## config.mk

```make
export PLATFORM = sky130hd
export DESIGN_NAME = icf_mac_flat
export DESIGN_NICKNAME = d
export VERILOG_FILES = /design/src/sv/icf_pkg.sv /design/src/sv/icf_res_if.sv /design/src/sv/icf_mac.sv /design/src/flat_wrapper.sv
export SDC_FILE = /design/constraint.sdc
export NUM_CORES = 2
export LEC_CHECK = 0
export BUFFER_PORTS_ARGS = -buffer_cell sky130_fd_sc_hd__buf_2
export CORE_UTILIZATION = 63
export DETAILED_ROUTE_END_ITERATION = 10
export PLACE_DENSITY = 0.87
export SYNTH_ARGS = -nofsm -noshare
export SYNTH_HDL_FRONTEND = slang
export SYNTH_SLANG_ARGS = --single-unit
```

## constraint.sdc

```tcl
create_clock -name clk -period 18.4 [get_ports clk]
set_input_delay 0.92 -clock clk [delete_from_list [all_inputs] [get_ports clk]]
set_output_delay 0.92 -clock clk [all_outputs]
set_load 0.005 [all_outputs]
```

## src/sv/icf_pkg.sv

```systemverilog
package icf_pkg;

  // Field widths of the channels
  localparam int PIX_W      = 8;
  localparam int FW_W       = 11;
  localparam int FH_W       = 16;
  localparam int COEF_W     = 12;
  localparam int MASK_REGS  = 5;
  localparam int ROW_W      = COEF_W * MASK_REGS;
  localparam int CFG_IDX_W  = 3;
  localparam int CFG_DATA_W = ROW_W;

  // Arithmetic widths, sized for the largest mask (5 x 5)
  localparam int PROD_W = PIX_W + 1 + COEF_W;
  localparam int ROWS_W = PROD_W + 3;
  localparam int SUM_W  = ROWS_W + 3;

  // Register indexes on the configuration port
  localparam logic [CFG_IDX_W-1:0] REG_FRAME_WIDTH  = 3'd0;
  localparam logic [CFG_IDX_W-1:0] REG_FRAME_HEIGHT = 3'd1;
  localparam logic [CFG_IDX_W-1:0] REG_MASK_ROW_0   = 3'd2;
  localparam logic [CFG_IDX_W-1:0] REG_MASK_ROW_1   = 3'd3;
  localparam logic [CFG_IDX_W-1:0] REG_MASK_ROW_2   = 3'd4;
  localparam logic [CFG_IDX_W-1:0] REG_MASK_ROW_3   = 3'd5;
  localparam logic [CFG_IDX_W-1:0] REG_MASK_ROW_4   = 3'd6;

  typedef logic [PIX_W-1:0] pix_t;
  typedef logic [ROW_W-1:0] mask_row_t;
  typedef mask_row_t [MASK_REGS-1:0] mask_rows_t;

  // Forward control from the window stage to the multiply-accumulate pipe
  typedef struct packed {
    logic valid;
    logic last;
  } mac_ctl_t;

endpackage

```

## src/sv/icf_res_if.sv

```systemverilog
interface icf_res_if;
  import icf_pkg::*;

  logic valid;
  logic ready;
  pix_t out_pixel;
  logic last_of_frame;

  modport source (output valid, output out_pixel, output last_of_frame, input ready);
  modport sink (input valid, input out_pixel, input last_of_frame, output ready);
endinterface

```

## src/sv/icf_mac.sv

```systemverilog
module icf_mac #(
  parameter int MASK_SIZE = 3
) (
  input  logic                                            clk,
  input  logic                                            rst_n,
  input  icf_pkg::mac_ctl_t                               req,
  input  icf_pkg::pix_t [MASK_SIZE-1:0][MASK_SIZE-1:0]    win,
  input  icf_pkg::mask_rows_t                             coef_rows,
  output logic                                            ready,
  icf_res_if.source                                       out_ch
);
  import icf_pkg::*;

  // Stage valids and payload
  logic a_v_r, b_v_r, c_v_r, d_v_r, o_v_r;
  logic a_last_r, b_last_r, c_last_r, d_last_r, o_last_r;
  pix_t [MASK_SIZE-1:0][MASK_SIZE-1:0] a_pix_r;
  logic signed [PROD_W-1:0] b_prod_r [MASK_SIZE][MASK_SIZE];
  logic signed [ROWS_W-1:0] c_row_r [MASK_SIZE];
  logic signed [SUM_W-1:0]  d_sum_r;
  pix_t                     o_pix_r;

  logic a_fire, b_fire, c_fire, d_fire, in_fire;
  logic signed [PROD_W-1:0] prod [MASK_SIZE][MASK_SIZE];
  logic signed [ROWS_W-1:0] row_sum [MASK_SIZE];
  logic signed [SUM_W-1:0]  total;
  pix_t                     sat_pix;

  // Advance each stage when the next one is empty or moving on
  assign d_fire  = d_v_r && (!o_v_r || out_ch.ready);
  assign c_fire  = c_v_r && (!d_v_r || d_fire);
  assign b_fire  = b_v_r && (!c_v_r || c_fire);
  assign a_fire  = a_v_r && (!b_v_r || b_fire);
  assign ready   = !a_v_r || a_fire;
  assign in_fire = req.valid && ready;

  // One product per mask tap
  always_comb begin
    for (int m = 0; m < MASK_SIZE; m++) begin
      for (int n = 0; n < MASK_SIZE; n++) begin
        prod[m][n] = $signed({1'b0, a_pix_r[m][n]})
                   * $signed(coef_rows[m][COEF_W*n +: COEF_W]);
      end
    end
  end

  // Sum each mask row
  always_comb begin
    for (int m = 0; m < MASK_SIZE; m++) begin
      row_sum[m] = '0;
      for (int n = 0; n < MASK_SIZE; n++) begin
        row_sum[m] = row_sum[m] + ROWS_W'(b_prod_r[m][n]);
      end
    end
  end

  // Sum the rows
  always_comb begin
    total = '0;
    for (int m = 0; m < MASK_SIZE; m++) begin
      total = total + SUM_W'(c_row_r[m]);
    end
  end

  // Drop the eight fraction bits, clamp to 0..255
  always_comb begin
    if (d_sum_r <= 0) begin
      sat_pix = '0;
    end else if (|d_sum_r[SUM_W-2:PIX_W+8]) begin
      sat_pix = '1;
    end else begin
      sat_pix = d_sum_r[PIX_W+7:8];
    end
  end

  always_ff @(posedge clk) begin
    if (!rst_n) begin
      a_v_r <= 1'b0;
      b_v_r <= 1'b0;
      c_v_r <= 1'b0;
      d_v_r <= 1'b0;
      o_v_r <= 1'b0;
    end else begin
      a_v_r <= in_fire ? 1'b1 : (a_fire ? 1'b0 : a_v_r);
      b_v_r <= a_fire ? 1'b1 : (b_fire ? 1'b0 : b_v_r);
      c_v_r <= b_fire ? 1'b1 : (c_fire ? 1'b0 : c_v_r);
      d_v_r <= c_fire ? 1'b1 : (d_fire ? 1'b0 : d_v_r);
      o_v_r <= d_fire ? 1'b1 : ((o_v_r && out_ch.ready) ? 1'b0 : o_v_r);
    end
  end

  // Payload moves with its stage
  always_ff @(posedge clk) begin
    if (in_fire) begin
      a_pix_r  <= win;
      a_last_r <= req.last;
    end
    if (a_fire) begin
      b_prod_r <= prod;
      b_last_r <= a_last_r;
    end
    if (b_fire) begin
      c_row_r  <= row_sum;
      c_last_r <= b_last_r;
    end
    if (c_fire) begin
      d_sum_r  <= total;
      d_last_r <= c_last_r;
    end
    if (d_fire) begin
      o_pix_r  <= sat_pix;
      o_last_r <= d_last_r;
    end
  end

  assign out_ch.valid         = o_v_r;
  assign out_ch.out_pixel     = o_pix_r;
  assign out_ch.last_of_frame = o_last_r;

endmodule
```

## src/flat_wrapper.sv

```systemverilog
// flat-port wrapper written by rule: the top's interface ports become plain ports
module icf_mac_flat import icf_pkg::*;
#(
  parameter int MASK_SIZE = 3
)
  (clk, rst_n, req, win, coef_rows, ready, out_ch_valid, out_ch_out_pixel, out_ch_last_of_frame, out_ch_ready);
  icf_res_if out_ch_i ();
  input  logic clk;
  input  logic rst_n;
  input  icf_pkg::mac_ctl_t req;
  input  icf_pkg::pix_t [MASK_SIZE-1:0][MASK_SIZE-1:0] win;
  input  icf_pkg::mask_rows_t coef_rows;
  output logic ready;
  output wire logic [$bits(out_ch_i.valid)-1:0] out_ch_valid;
  output wire logic [$bits(out_ch_i.out_pixel)-1:0] out_ch_out_pixel;
  output wire logic [$bits(out_ch_i.last_of_frame)-1:0] out_ch_last_of_frame;
  input wire logic [$bits(out_ch_i.ready)-1:0] out_ch_ready;
  assign out_ch_valid = out_ch_i.valid;
  assign out_ch_out_pixel = out_ch_i.out_pixel;
  assign out_ch_last_of_frame = out_ch_i.last_of_frame;
  assign out_ch_i.ready = out_ch_ready;
  icf_mac #(.MASK_SIZE(MASK_SIZE)) u_core (.clk(clk), .rst_n(rst_n), .req(req), .win(win), .coef_rows(coef_rows), .ready(ready), .out_ch(out_ch_i));
endmodule
```

# Word level (Yosys, flattened, before mapping)
# Cells that the tools add are included.
# totals
wordCells	84
reg_bits	378
inputBits	377
output_inout_bits	11
# op_classes
n_mul	9
n_addsub	8
n_reduce_logical	22
n_mux	11
order_cmp	1
# op_table
operator	n
9-bit by 12-bit multiplier with 21-bit output	9
22-bit by 21-bit adder with 23-bit output	3
21-bit by 21-bit adder with 22-bit output	3
27-bit by 1-bit <= comparator with 1-bit output, second input constant	1
25-bit by 24-bit adder with 26-bit output	1
24-bit by 24-bit adder with 25-bit output	1
1-bit two-way mux	10
2-bit nonzero test	5
10-bit OR reduction	1
8-bit two-way mux	1
1-bit logical AND	6
1-bit zero test	5
1-bit logical OR	5

# Depth between registers and ports, before layout
# depth
ltp_word	12
mapped_depth	19
ltp_nobuf	18

# Worst setup path before layout
# Ideal clock, no wire load.
# synth_timing
kind	input -> register
startpoint	input port out_ch_ready
endpoint	register u_core.b_last_r (enable)
setup_slack_ns	2.371
t_arrival_ns	14.998
path_stages	4
required_time_ns	17.370
path_buffers	1
setup_time_ns	1.030
cell_sequence	nor2b_1 > and3_1 > clkbuf_1 > a21boi_0
# synth_between
elab_chain_len	8
# synth_lines
item	line	source
start, declared	flat_wrapper.sv:17	input wire logic [$bits(out_ch_i.ready)-1:0] out_ch_ready;
1-bit logical OR	icf_mac.sv:30	assign d_fire = d_v_r && (!o_v_r || out_ch.ready);
1-bit logical AND	icf_mac.sv:30	
1-bit logical OR	icf_mac.sv:31	assign c_fire = c_v_r && (!d_v_r || d_fire);
1-bit logical AND	icf_mac.sv:31	
1-bit logical OR	icf_mac.sv:32	assign b_fire = b_v_r && (!c_v_r || c_fire);
1-bit logical AND	icf_mac.sv:32	
1-bit logical OR	icf_mac.sv:33	assign a_fire = a_v_r && (!b_v_r || b_fire);
1-bit logical AND	icf_mac.sv:33	
via u_core.a_fire	icf_mac.sv:23	logic a_fire, b_fire, c_fire, d_fire, in_fire;
end signal, assigned	icf_mac.sv:100	b_last_r <= a_last_r;
end, declared	icf_mac.sv:16	logic a_last_r, b_last_r, c_last_r, d_last_r, o_last_r;
# The timed path passes the listed nets, and every way through them passes these cells.
# A chain may end at the register's enable or synchronous reset.

==> impl_metrics.json <==
{
  "synth_simple_gate_area_share_pct": 12.4,
  "drt_iter0_markers": 2525,
  "ys_async_sr_fraction_pct": 0,
  "outcome": "complete, no violations",
  "cts_tree": "built",
  "grt-ovfl-total": 0,
  "slew_headroom_pct": 38.7,
  "worstSetupPathType": "reg -> reg",
  "core_sq_um": 77700,
  "cts_buffers": 47,
  "top_level_ports": 388,
  "fin_nets": 6750,
  "hold_buffers": 0,
  "finalSetupTns_ns": 0,
  "synth_edf_count": 369,
  "setup_violations": 0,
  "ys_types": 73,
  "antenna_left": 0,
  "yosysSeqAreaShare_pct": 22.6,
  "cp_max_fo": 12,
  "dp_hpwl_microns": 86900,
  "cts_setup_buffers": 0,
  "drtPass1Iterations": 8,
  "drc": 0,
  "grt_max_degree": 71,
  "critPathSlowestCell": "edfxtp_1",
  "num_vias": 34500,
  "syn-mean-instance-area_sq_um": 9.99,
  "die_h_microns": 283,
  "ctsResizeCount": 0,
  "ys_warn_count": 0,
  "wl_per_cell_microns": 17.4,
  "grt_pass1_wl_microns": 178000,
  "htreeDepth": 2,
  "synth_compound_area_share_pct": 7.23,
  "fin_skew_ns": 0.0236,
  "clock-root-buffer": "clkbuf_16",
  "synth_flop_cell": "edfxtp_1",
  "row_count": 102,
  "final_common_cell": "inv_1",
  "fp.dieArea_sq_um": 79800,
  "track_usage_pct": 28.2,
  "hold_viol_final": 0,
  "cp_common_cell": "fa_1",
  "syn_to_final_growth_pct": 7.27,
  "synth_nets": 6597,
  "clk_pin_slew_ns": 0.06,
  "path_cells": "nand2_1 -> inv_1 -> fa_1 -> fa_1 -> fa_1 -> inv_1 -> fa_1 -> inv_1 -> ha_1 -> a21o_1 -> a21oi_1 -> o211ai_1 -> a21oi_1 -> o21ai_0 -> xnor2_1",
  "min_period_over_period_pct": 29.0,
  "mostFrequentLayoutCells": "1206 x inv_1, 792 x fa_1, 532 x nand2_1",
  "antenna_found_initial": 14,
  "synthAdderAreaFrac_pct": 43.7,
  "tightest_slew_ns": 0.919,
  "critPathLaunchType": "flop",
  "clockBufferDepth": 3,
  "grt_pass1_vias": 36100,
  "fillers": 5449,
  "syn_inst": 4964,
  "start_util_pct": 63.8,
  "synthMuxAreaShare_pct": 0.106,
  "max_cap_viol_count": 0,
  "via_per_inst": 5.55,
  "final_layout_size_suffix_gt1_share_pct": 5.84,
  "hold_class": "reg -> reg",
  "synth_top_family_by_area": "adder cells",
  "arrival_ns": 5.66,
  "drv_slew": 0,
  "min_period_ns": 5.33,
  "ff_latch_area_sq_um": 11200,
  "fmax_mhz": 188,
  "routabilityCongestion": 0.897,
  "clk_latency_ns": 0.61,
  "synth-xor-area-share_pct": 4.10,
  "ys_seq_elements": 374,
  "wirelength_microns": 108000,
  "die_width_microns": 283,
  "cp.required_ns": 18.73,
  "clock_sinks": 374,
  "netlist_area_sq_um": 49600,
  "critical-path-max-stage-delay_ns": 0.67,
  "io_buffer_count": 195,
  "multi_input_area_sq_um": 33500,
  "rsz0062_at_grt": "false",
  "cp-end-kind": "flop"
}
-- cell usage after synthesis, types with 35 or more instances --
library cell | n | area, sq um
inv_1 | 1206 | 4530
xor2_1 | 62 | 543
xnor2_1 | 170 | 1490
o21bai_1 | 35 | 263
a21oi_1 | 169 | 846
nor3_1 | 36 | 180
and2_1 | 414 | 2590
fa_1 | 792 | 15900
o21a_1 | 37 | 278
nor2_1 | 106 | 398
nand3_1 | 39 | 195
nand2_1 | 532 | 2000
o21ai_0 | 73 | 365
ha_1 | 464 | 5810
edfxtp_1 | 369 | 11100
a21o_1 | 69 | 518
clkbuf_1 | 95 | 357
-- kinds of logic after synthesis --
family,after synthesis
buf+inv,1304
simple gates,1251
fa+ha+maj,1256
xor+xnor,232
compound gates,542
mux,5
flops,374
-- worst max-delay path, delay by kind of cell (launching register included) --
| kind | cells | cell delay (ns) |
|---|---|---|
| and+or+nand+nor | 1 | 0.23 |
| AOI/OAI and AO/OA | 5 | 1.10 |
| xor gates and xnor gates | 1 | 0.49 |
| adders and majority gates | 5 | 2.33 |
| DFF | 1 | 0.67 |
| buffers and inverters | 3 | 0.23 |
-- cell type report --
cell class / instances / share of cell area [%]
inverters: 1206 / 8.51
flip-flops and latches: 374 / 21.0
clock buffers: 52 / 2.25
multi-input cells: 3286 / 63.1
diodes: 10 / 0.0471
repair buffers: 202 / 1.93
clock inverters: 33 / 0.729
well taps: 1040 / 2.45
-- worst paths after layout --
| path | slack (ns) | from | endpoint | cells after the start |
|---|---|---|---|---|
| max | 13.07 | u_core.a_pix_r[8]$_DFFE_PP_ | u_core.b_prod_r[165]$_DFFE_PP_ | 15 |
| max reg2reg | 13.07 | u_core.a_pix_r[8]$_DFFE_PP_ | u_core.b_prod_r[165]$_DFFE_PP_ | 15 |
| min reg2reg | 0.42 | u_core.c_last_r$_DFFE_PP_ | u_core.d_last_r$_DFFE_PP_ | 0 |
| min | 0.42 | u_core.c_last_r$_DFFE_PP_ | u_core.d_last_r$_DFFE_PP_ | 0 |
-- layer usage --
metal	global-route usage [%]	routed length, microns	vias up
met1	38.6	44400	17200
met3	3.40	7750	248
met5	0	10	-
met2	46.6	52100	1268
li1	-	-	15800
met4	10.2	3770	2
-- sequential cells by signal (all words and copies together) (netlist names), 8 cells and up --
signal                   flops
u_core.out_ch.out_pixel      8
u_core.b_prod_r            189
u_core.c_row_r              69
u_core.a_pix_r              72
u_core.d_sum_r              26
-- stage by stage --
step	cell area, sq um	instances	setup slack (ns)	hold WS, ns	utilization [%]
floorplan	49600	4964	2.37	0.400	-
finish	53200	6203	13.07	0.421	68.4
global route	53200	6203	12.88	0.433	68.4
detailed placement	51600	6108	12.71	0.407	66.4
CTS	53200	6193	13.12	0.424	68.4
global placement	51600	6108	12.79	0.402	66.4
Power is not shown: default switching activity piles up to over one toggle a cycle in this logic, so the estimate is an artifact.
